**src/sv/lbs_pkg.sv**
```systemverilog
// ----------------------------------------------------------------------------
// lbs_pkg
// shared constants and types of the vertex skinning block
// ----------------------------------------------------------------------------
`default_nettype none

package lbs_pkg;

    localparam int BONES          = 64;
    localparam int MAX_INFLUENCES = 10;
    localparam int ELEMS          = 12;
    localparam int PAL_DEPTH      = BONES * ELEMS;
    localparam int PAL_AW         = $clog2(PAL_DEPTH);
    localparam int FIFO_DEPTH     = 4;
    localparam int FIFO_AW        = $clog2(FIFO_DEPTH);
    localparam int CNT_W          = 4;
    localparam int ACC_W          = 40;
    localparam int SUM_W          = 58;
    localparam int PROD_W         = 57;
    localparam int IN_DATA_W      = 160;
    localparam int OUT_DATA_W     = 96;
    localparam logic [16:0] ONE_Q16 = 17'h10000;

    typedef enum logic [1:0] {
        OP_WRITE,
        OP_ACC,
        OP_SKIP
    } t_op;

    typedef enum logic [1:0] {
        TAG_INF,
        TAG_HI,
        TAG_LO
    } t_tag;

    typedef enum logic [2:0] {
        ST_IDLE,
        ST_INF,
        ST_DRAIN,
        ST_ROW,
        ST_ROWWAIT,
        ST_ROWSAT,
        ST_FIN
    } t_state;

    typedef struct packed {
        t_op                op;
        logic [PAL_AW-1:0]  addr;
        logic signed [31:0] value;
        logic [16:0]        weight;
        logic signed [31:0] pos_x;
        logic signed [31:0] pos_y;
        logic signed [31:0] pos_z;
        logic               last;
    } t_cmd;

endpackage

`default_nettype wire

```
**src/sv/lbs_fifo.sv**
```systemverilog
// ----------------------------------------------------------------------------
// lbs_fifo
// short command queue between the front and the back end
// ----------------------------------------------------------------------------
`default_nettype none

module lbs_fifo (
    input  wire logic          i_clk,
    input  wire logic          i_rst_n,
    input  wire logic          i_push,
    input  wire lbs_pkg::t_cmd i_cmd,
    output logic               o_full,
    input  wire logic          i_pop,
    output logic               o_empty,
    output lbs_pkg::t_cmd      o_cmd
);

    lbs_pkg::t_cmd              r_mem [lbs_pkg::FIFO_DEPTH];
    logic [lbs_pkg::FIFO_AW-1:0] r_wr;
    logic [lbs_pkg::FIFO_AW-1:0] r_rd;
    logic [lbs_pkg::FIFO_AW:0]   r_cnt;

    assign o_full  = r_cnt == (lbs_pkg::FIFO_AW+1)'(lbs_pkg::FIFO_DEPTH);
    assign o_empty = r_cnt == '0;
    assign o_cmd   = r_mem[r_rd];

    always_ff @(posedge i_clk) begin
        if (i_push) begin
            r_mem[r_wr] <= i_cmd;
        end
    end

    always_ff @(posedge i_clk) begin
        if (!i_rst_n) begin
            r_wr  <= '0;
            r_rd  <= '0;
            r_cnt <= '0;
        end else begin
            if (i_push) begin
                r_wr <= r_wr + 1'b1;
            end
            if (i_pop) begin
                r_rd <= r_rd + 1'b1;
            end
            r_cnt <= r_cnt + (lbs_pkg::FIFO_AW+1)'(i_push) - (lbs_pkg::FIFO_AW+1)'(i_pop);
        end
    end

endmodule

`default_nettype wire

```
**config.mk**
```make
export PLATFORM = sky130hd
export DESIGN_NAME = lbs_fifo
export DESIGN_NICKNAME = d
export VERILOG_FILES = /design/src/sv/lbs_pkg.sv /design/src/sv/lbs_fifo.sv
export SDC_FILE = /design/constraint.sdc
export NUM_CORES = 1
export LEC_CHECK = 0
export BUFFER_PORTS_ARGS = -buffer_cell sky130_fd_sc_hd__buf_4
export CAP_MARGIN = 20
export CORE_ASPECT_RATIO = 1.75
export CORE_MARGIN = 3
export CORE_UTILIZATION = 57
export DETAILED_ROUTE_END_ITERATION = 10
export GPL_TIMING_DRIVEN = 0
export HOLD_SLACK_MARGIN = 0.02
export PLACE_DENSITY = 0.79
export SETUP_SLACK_MARGIN = 0.02
export SLEW_MARGIN = 20
export SYNTH_ARGS = -nofsm -noshare
export SYNTH_HDL_FRONTEND = slang
export SYNTH_SLANG_ARGS = --single-unit
```
**constraint.sdc**
```tcl
create_clock -name i_clk -period 6.1 [get_ports i_clk]
set_input_delay 1.22 -clock i_clk [delete_from_list [all_inputs] [get_ports i_clk]]
set_output_delay 1.22 -clock i_clk [all_outputs]
set_load 0.005 [all_outputs]
```
==> results_dict.tcl, run 1 <==
set metrics [dict create \
    die_w_um 158.7 \
    hpwl_um 30070 \
    grt_start_max_net_pins 45 \
    drc 0 \
    antenna_found_initial 2 \
    gp_congestion 0.7418 \
    cp-end-kind "output port" \
    yosysMostFrequentCell "edfxtp_1" \
    p_per_area_nw_per_um2 336.8 \
    core-area_um2 40170 \
    cts_root_buf "clkbuf_16" \
    synth_ff_type "edfxtp_1" \
    nets 1431 \
    grt_pass1_vias 11260 \
    netlist.area_leader.share 0.8163 \
    yosys.area_share.xor_xnor 0.001776 \
    fin_skew_ns 0.009879 \
    rsz0062_at_grt "false" \
    final_area_um2 28580 \
    synth_area_leader_cell "edfxtp_1" \
    cts_buffers 54 \
    worst_pin_slew_ns 0.8466 \
    crit_fanout 10 \
    crit_arrival_ns 2.77 \
    place_inst 1750 \
    slew_violations 0 \
    setup_viol 0 \
    grt_pass1_wl_um 68270 \
    relSlewSlack 0.4356 \
    port_buffers 321 \
    vdd_drop_max_mv 0.3125 \
    drt_iter0_drc 582 \
    synth_top_family_by_area "multiplexers" \
    postCtsSetupRepairBufs 0 \
    start_util 0.5787 \
    p_leak_uw 0.009669 \
    max_freq_mhz 250.4 \
    dr_total_vias 10450 \
    drv_cap 0 \
    placed_area_um2 26740 \
    clockBufferDepth 3 \
    synth_fa_ha_area_frac 0.004090 \
    fin_ws_ns 2.106 \
    syn2layout_area_growth_pct 22.94 \
    ys_seq_elements 641 \
    finalCritPeriodShare 0.6547 \
    ys_types 19 \
    antenna_left 0 \
    die_h_um 273.2 \
    cts_hold_buf 0 \
    layout-drive-gt1-share 0.4705 \
    avgRoutedWirePerCell_um 24.65 \
    cp-start-kind "register" \
    cts_tree "built" \
    dr_wl_met3_um 2570 \
    ctsResizeCount 0 \
    min_period_ns 3.994 \
    drt_pass1_iterations 5 \
    synth_edf_count 632 \
    top_layer_used "met4" \
    synth_top_cells_by_area "edfxtp_1, mux4_2, dfxtp_1, buf_6, buf_2" \
    outcome "finished, final reports clean" \
    hp-class "register to register" \
    yosysSeqAreaShare 0.8241 \
    dieArea_um2 43340 \
    routed_wirelength_um 45630 \
    clk_pin_slew_ns 0.07 \
    placementRows 97 \
    synth_warnings 0 \
    postSynth.asyncResetShare 0 \
    setup_tns_ns 0 \
    synth_compound_area_frac 0.0006458 \
    clk_latency_ns 0.57 \
    wl_met2_um 25560 \
    htree_levels 2 \
    ios 322 \
    track_usage 0.2134 \
    critPathKind "register to output port" \
    synthesis.nets 1038 \
    viasPerCell 5.645 \
    avgSynthCellArea_um2 26.75 \
    synth_mux_area_frac 0.1535 \
    cp_data_required_time_ns 4.88 \
    synth_cells 869 \
    dp_slack_ns 2.725 \
    grt_overflow 0 \
    synthSimpleGateAreaFrac 0.003229 \
    final-instance-count-excl-fill 1851 \
    cts.sinks 641 \
    synth_common_cells "edfxtp_1, mux4_2, buf_2, buf_6, dfxtp_1" \
    wl_met1_um 15450 \
    synth_area_um2 23250 \
    hold_viol 0 \
]
==> worst paths after layout <==
path                                               end  slack, ns                  from  cells after the start
worst min register to register    r_wr[1]$_SDFFE_PN0P_       0.58  r_wr[1]$_SDFFE_PN0P_                      2
worst max register to register  r_mem[2][71]$_DFFE_PP_       4.22  r_wr[0]$_SDFFE_PN0P_                      5
worst min-delay path              r_wr[1]$_SDFFE_PN0P_       0.58  r_wr[1]$_SDFFE_PN0P_                      2
worst max-delay path                        o_cmd[119]       2.11              register                      5
==> through the flow <==
step / hold slack [ns] / total power [uW] / utilization
2_1_floorplan: 0.4993 / 5698 / -
3_3_place_gp: 0.5192 / 6229 / 0.6557
3_5_place_dp: 0.5621 / 6239 / 0.6656
4_1_cts: 0.5765 / 9730 / 0.7113
5_1_grt: 0.6073 / 9947 / 0.7114
6_report: 0.5781 / 9626 / 0.7115
==> sequential cells by signal (all words and copies together) (netlist names), named ones only <==
register / flops
r_rd: 2
r_cnt: 3
r_wr: 2
r_mem: 632
==> per-layer routing <==
layer,global-route usage,vias to the layer above
met4,0.08883,0
met5,0,-
met1,0.2543,5454
met3,0.04151,95
met2,0.3772,359
li1,-,4541
==> cell usage in the layout, fill, tap and decap left out, drive strengths merged <==
master    synthesis  final
and3              1      1
buf              32    369
clkinvlp          0      4
diode             0      2
and2              6      6
dfxtp             9      9
xor3              1      1
a21oi             1      1
nor2              5      5
clkinv            0     17
a21bo             1      1
nand3b            1      1
inv               7      9
clkbuf            4     73
edfxtp          632    632
mux4            158    158
ha                6      6
fa                1      1
mux2i             1      1
xnor2             2      2
bufinv            0      7
nor3              1      1
==> cell families after synthesis <==
| family | Yosys count |
|---|---|
| multiplexers | 159 |
| flip-flops | 641 |
| AND/OR/NAND/NOR | 14 |
| AO/OA/AOI/OAI | 2 |
| adder cells (fa/ha/maj) | 7 |
| buffers and inverters | 43 |
| XOR/XNOR | 3 |
==> final cells by class <==
cell class / instances / area, um2
clock inverters: 30 / 347.8
fillers: 2307 / 11590
inverters: 7 / 26.28
clock buffers: 69 / 1491
diodes: 2 / 5.005
repair buffers: 337 / 2798
flip-flops and latches: 641 / 19160
well taps: 544 / 680.7
multi-input cells: 185 / 3805
plain buffers: 36 / 269.0
==> power by group <==
group,switching (uW),leakage (uW),internal [uW]
Combinational,464,0.00290,554
Clock,1470,0.000889,2030
Sequential,47.3,0.00588,5060
==> worst max-delay path, cell delays in order, from the launching register on <==
cell and delay (ns):
dfxtp_1 0.31, buf_2 0.22, clkbuf_1 0.67, buf_2 0.42, mux4_2 0.40, buf_4 0.17
Note: power is estimated with default switching activity, not from simulation.
==> inputs of run 2 (changes only) <==
==> constraint.sdc (replaced) <==
create_clock -name i_clk -period 3.9 [get_ports i_clk]
set_input_delay 0.78 -clock i_clk [delete_from_list [all_inputs] [get_ports i_clk]]
set_output_delay 0.78 -clock i_clk [all_outputs]
set_load 0.005 [all_outputs]
==> results_dict.tcl, run 2 (same netlist as run 1, synthesis figures left out) <==
set metrics [dict create \
    clk_pin_slew_ns 0.06 \
    reg2reg_to "r_mem[0][76]$_DFFE_PP_" \
    finalCritPeriodShare 0.8807 \
    p_seq_frac 0.541 \
    reg2regPathDepth 6 \
    outcome "finished, final reports clean" \
    finalPower_uw 14760 \
    port_buffers 321 \
    switchingPower_uw 3094 \
    pwr-share-clk 0.350 \
    hold_viol 0 \
    min-delay-start "i_cmd[6]" \
    min_to "r_mem[3][6]$_DFFE_PP_" \
    setup_viol 0 \
    core-area_um2 40170 \
    cts_hold_buf 0 \
    viasPerCell 5.649 \
    ctsResizeCount 0 \
    clockBufferDepth 3 \
    layout_commonest_cell "edfxtp_1" \
    mostFrequentLayoutCells "edfxtp_1, buf_4, mux4_2, clkbuf_16, buf_2" \
    drv_cap 0 \
    avgRoutedWirePerCell_um 24.88 \
    drt_iter0_drc 743 \
    start_util 0.5787 \
    dr_total_vias 10480 \
    postCtsSetupRepairBufs 0 \
    final-instance-count-excl-fill 1855 \
    vdd_drop_max_mv 0.4312 \
    p_leak_uw 0.009609 \
    rsz0062_at_grt "false" \
    routed_wirelength_um 46160 \
    dieArea_um2 43340 \
    relSlewSlack 0.4637 \
    cts.sinks 641 \
    largest_reg_flops 632 \
    place_inst 1750 \
    placementRows 97 \
    reg2reg_from "r_wr[0]$_SDFFE_PN0P_" \
    syn2layout_area_growth_pct 22.43 \
    crit_fanout 10 \
    gp_congestion 0.7210 \
    clk_latency_ns 0.57 \
    hp-class "input pin to register" \
    die_h_um 273.2 \
    grt_pass1_vias 11280 \
    hpwl_um 30860 \
    min_path_cells 1 \
    htree_levels 2 \
    layout-drive-gt1-share 0.4655 \
    max_freq_mhz 291.2 \
    reg.largest.list "r_mem: 632 flops, r_cnt: 3 flops" \
    slew_violations 0 \
    grt_overflow 0 \
    nets 1431 \
    ios 322 \
    fin_skew_ns 0.01453 \
    crit_arrival_ns 2.65 \
    worst_pin_slew_ns 0.8044 \
    cp_data_required_time_ns 3.12 \
    cp-start-kind "register" \
    critPathKind "register to output port" \
    combPwrFrac 0.108 \
    grt_start_max_net_pins 45 \
    cts_tree "built" \
    cp-end-kind "output port" \
    drc 0 \
    top_register "r_mem" \
    cts_root_buf "clkbuf_16" \
    p_int_uw 11670 \
    swShare 0.2096 \
    cts_buffers 54 \
    grt_pass1_wl_um 68610 \
    min_period_ns 3.435 \
    rrSetupSlack_ns 1.74 \
    antenna_left 0 \
    die_w_um 158.7 \
    antenna_found_initial 6 \
    drt_pass1_iterations 5 \
    track_usage 0.2138 \
    p_per_area_nw_per_um2 518.6 \
]
## run 2: cell count changes in the layout (fill, tap and decap cells not counted), sizes merged
cell,previous run,this run
clkbuf,73,69
bufinv,7,5
diode,2,7
clkinvlp,4,3
inv,9,10
clkinv,17,22
## run 2: worst max-delay path, cell delays in order (launching register included)
cell and delay, ns:
dfxtp_1 0.31, buf_2 0.18, clkbuf_1 0.63, buf_2 0.41, mux4_2 0.37, buf_4 0.16
## run 2: how the worst max path moves through the flow
stage                     slack [ns]                      to
final                           0.47               o_cmd[86]
after global routing            0.30               o_cmd[56]
after CTS                       0.34              o_cmd[118]
after detailed placement        0.98              o_cmd[118]
after global placement         -0.93  r_mem[1][42]$_DFFE_PP_
after floorplan                 0.74   r_mem[1][0]$_DFFE_PP_
## run 2: through the flow
stage	hold WS, ns	area, um2	util	worst slack (ns)	setup TNS [ns]
6_report	0.3998	28460	0.7085	0.4655	0
5_1_grt	0.3726	28460	0.7084	0.3031	0
4_1_cts	0.3660	28440	0.7081	0.3448	0
3_5_place_dp	0.5305	26740	0.6657	0.9805	0
3_3_place_gp	0.5183	26340	0.6558	-0.9342	-570.68
2_1_floorplan	0.4993	23250	-	0.7389	0
## run 2: per-layer routing
metal	GRT usage	wire [um]	share of wire
met1	0.2633	16270	0.35
met2	0.3711	25290	0.55
met3	0.03930	2661	0.058
met4	0.08996	1928	0.042
met5	0	0	0
## run 2: layout make-up
class	count	area, um2
antenna	7	17.52
buffer	36	269.0
clock buffer	65	1393
clock inverter	33	307.8
fill	2314	11710
inverter	7	26.28
multi-input combinational	185	3805
sequential	641	19160
tap	544	680.7
timing repair buffer	337	2805
## run 2: power groups by stage
stage / registers [uW] / clock network [uW] / logic (uW)
finish: 7990 / 5170 / 1600
CTS: 7990 / 5310 / 1630
floorplan: 8130 / 0 / 751
global placement: 8160 / 0 / 1530
detailed placement: 8140 / 0 / 1620
global route: 8010 / 5540 / 1710
==> inputs of run 3 (changes only) <==
--- a/config.mk
+++ b/config.mk
@@ -13,7 +13,7 @@
 export DETAILED_ROUTE_END_ITERATION = 10
 export GPL_TIMING_DRIVEN = 0
 export HOLD_SLACK_MARGIN = 0.02
-export PLACE_DENSITY = 0.79
+export PLACE_DENSITY = 0.76
 export SETUP_SLACK_MARGIN = 0.02
 export SLEW_MARGIN = 20
 export SYNTH_ARGS = -nofsm -noshare
==> results_dict.tcl, run 3 (same netlist as run 1, synthesis figures left out) <==
set metrics [dict create \
    outcome "finished, final reports clean" \
    drv_cap 0 \
    wl_met1_um 15100 \
    nets 1429 \
    drt_pass1_iterations 5 \
    grt_pass1_vias 11400 \
    htree_levels 2 \
    fin_ws_ns 0.5441 \
    ctsResizeCount 0 \
    holdWs_ns 0.4002 \
    reg2regPathDepth 5 \
    antenna_found_initial 7 \
    n_fill_cell 2369 \
    min_period_ns 3.356 \
    min_to "r_mem[0][7]$_DFFE_PP_" \
    cp-start-kind "register" \
    die_h_um 273.2 \
    slew_violations 0 \
    placementRows 97 \
    clockBufferDepth 3 \
    drc 0 \
    fin_skew_ns 0.02003 \
    rsz0062_at_grt "false" \
    setup_tns_ns 0 \
    reg2reg_to "r_mem[3][131]$_DFFE_PP_" \
    rrSetupSlack_ns 1.54 \
    avgRoutedWirePerCell_um 24.50 \
    layout-drive-gt1-share 0.4647 \
    worst_pin_slew_ns 0.7363 \
    p_leak_uw 0.009625 \
    antenna_left 0 \
    min_path_cells 1 \
    cp_top_family "buffers and inverters" \
    min-delay-start "i_cmd[7]" \
    viasPerCell 5.652 \
    p_per_area_nw_per_um2 524.1 \
    reg.largest.list "r_mem: 632 flops, r_cnt: 3 flops" \
    ios 322 \
    dr_total_vias 10460 \
    crit_arrival_ns 2.58 \
    setup_viol 0 \
    hpwl_um 30570 \
    cts_buffers 53 \
    cts_tree "built" \
    vdd_drop_max_mv 0.4258 \
    postCtsSetupRepairBufs 0 \
    track_usage 0.2114 \
    final-instance-count-excl-fill 1851 \
    grt_overflow 0 \
    critPathKind "register to output port" \
    final_area_um2 28470 \
    cp_num_buf_inv 4 \
    largest_reg_flops 632 \
    grt_pass1_wl_um 67630 \
    die_w_um 158.7 \
    cp-end-kind "output port" \
    mostFrequentLayoutCells "edfxtp_1, buf_4, mux4_2, clkbuf_16, buf_2" \
    dr_wl_met3_um 2839 \
    crit_path_frequent_cell "buf_2" \
    cts_root_buf "clkbuf_16" \
    slowest_stage "clkbuf_1" \
    relSlewSlack 0.5091 \
    cp_data_required_time_ns 3.12 \
    port_buffers 321 \
    cp_slowest_stage_delay_ns 0.58 \
    clk_pin_slew_ns 0.07 \
    cts_hold_buf 0 \
    clk_latency_ns 0.58 \
    finalCritPeriodShare 0.8605 \
    start_util 0.5787 \
    dp_slack_ns 1.014 \
    hp-class "input pin to register" \
    place_inst 1749 \
    placed_area_um2 26690 \
    layout_commonest_cell "edfxtp_1" \
    top_register "r_mem" \
    reg2reg_from "r_wr[0]$_SDFFE_PN0P_" \
    dieArea_um2 43340 \
    routed_wirelength_um 45340 \
    wl_met2_um 24920 \
    crit_chain "buf_2, clkbuf_1, buf_2, mux4_2, buf_4" \
    syn2layout_area_growth_pct 22.48 \
    max_freq_mhz 298.0 \
    drt_iter0_drc 463 \
    cts.sinks 641 \
    top_layer_used "met5" \
    hold_viol 0 \
    grt_start_max_net_pins 48 \
    core-area_um2 40170 \
    crit_fanout 10 \
    gp_congestion 0.7315 \
]
[run 3: cell count changes in the layout (fill, tap and decap cells not counted), moves of 2 or more]
cell	change
clkinvlp_4	-2
diode_2	-2
buf_12	+3
buf_16	-4
bufinv_16	+3
[run 3: power by group]
part           total (uW)  internal, uW  switching (uW)
registers            7990          7920            72.6
clock network        5360          3110            2250
logic                1580           862             719
total               14900         11900            3040
[run 3: worst max path at each step]
stage / depth (start not counted) / slack, ns / end
2_1_floorplan: 1 / 0.74 / r_mem[1][0]$_DFFE_PP_
3_3_place_gp: 2 / -0.95 / r_mem[0][132]$_DFFE_PP_
3_5_place_dp: 5 / 1.01 / o_cmd[89]
4_1_cts: 5 / 0.36 / o_cmd[89]
5_1_grt: 5 / 0.34 / o_cmd[89]
6_report: 5 / 0.54 / o_cmd[89]
[run 3: final cells by class]
cell class	count	area [um2]	area share
sequential	641	19160	0.6728
multi-input combinational	185	3805	0.1336
tap	544	680.7	0.02390
clock inverter	30	346.6	0.01217
timing repair buffer	336	2755	0.09676
buffer	36	269.0	0.009447
inverter	7	26.28	0.0009228
antenna	5	12.51	0.0004394
clock buffer	67	1421	0.04992
[run 3: layer usage]
metal | up-vias | global-route usage
li1 | 4545 | -
met1 | 5446 | 0.2445
met2 | 347 | 0.3683
met3 | 119 | 0.04389
met4 | 4 | 0.1092
met5 | - | 0
[run 3: through the flow]
stage,power (uW),util
2_1_floorplan,8885,-
3_3_place_gp,9701,0.6558
3_5_place_dp,9756,0.6645
4_1_cts,15100,0.7085
5_1_grt,15440,0.7088
6_report,14920,0.7088
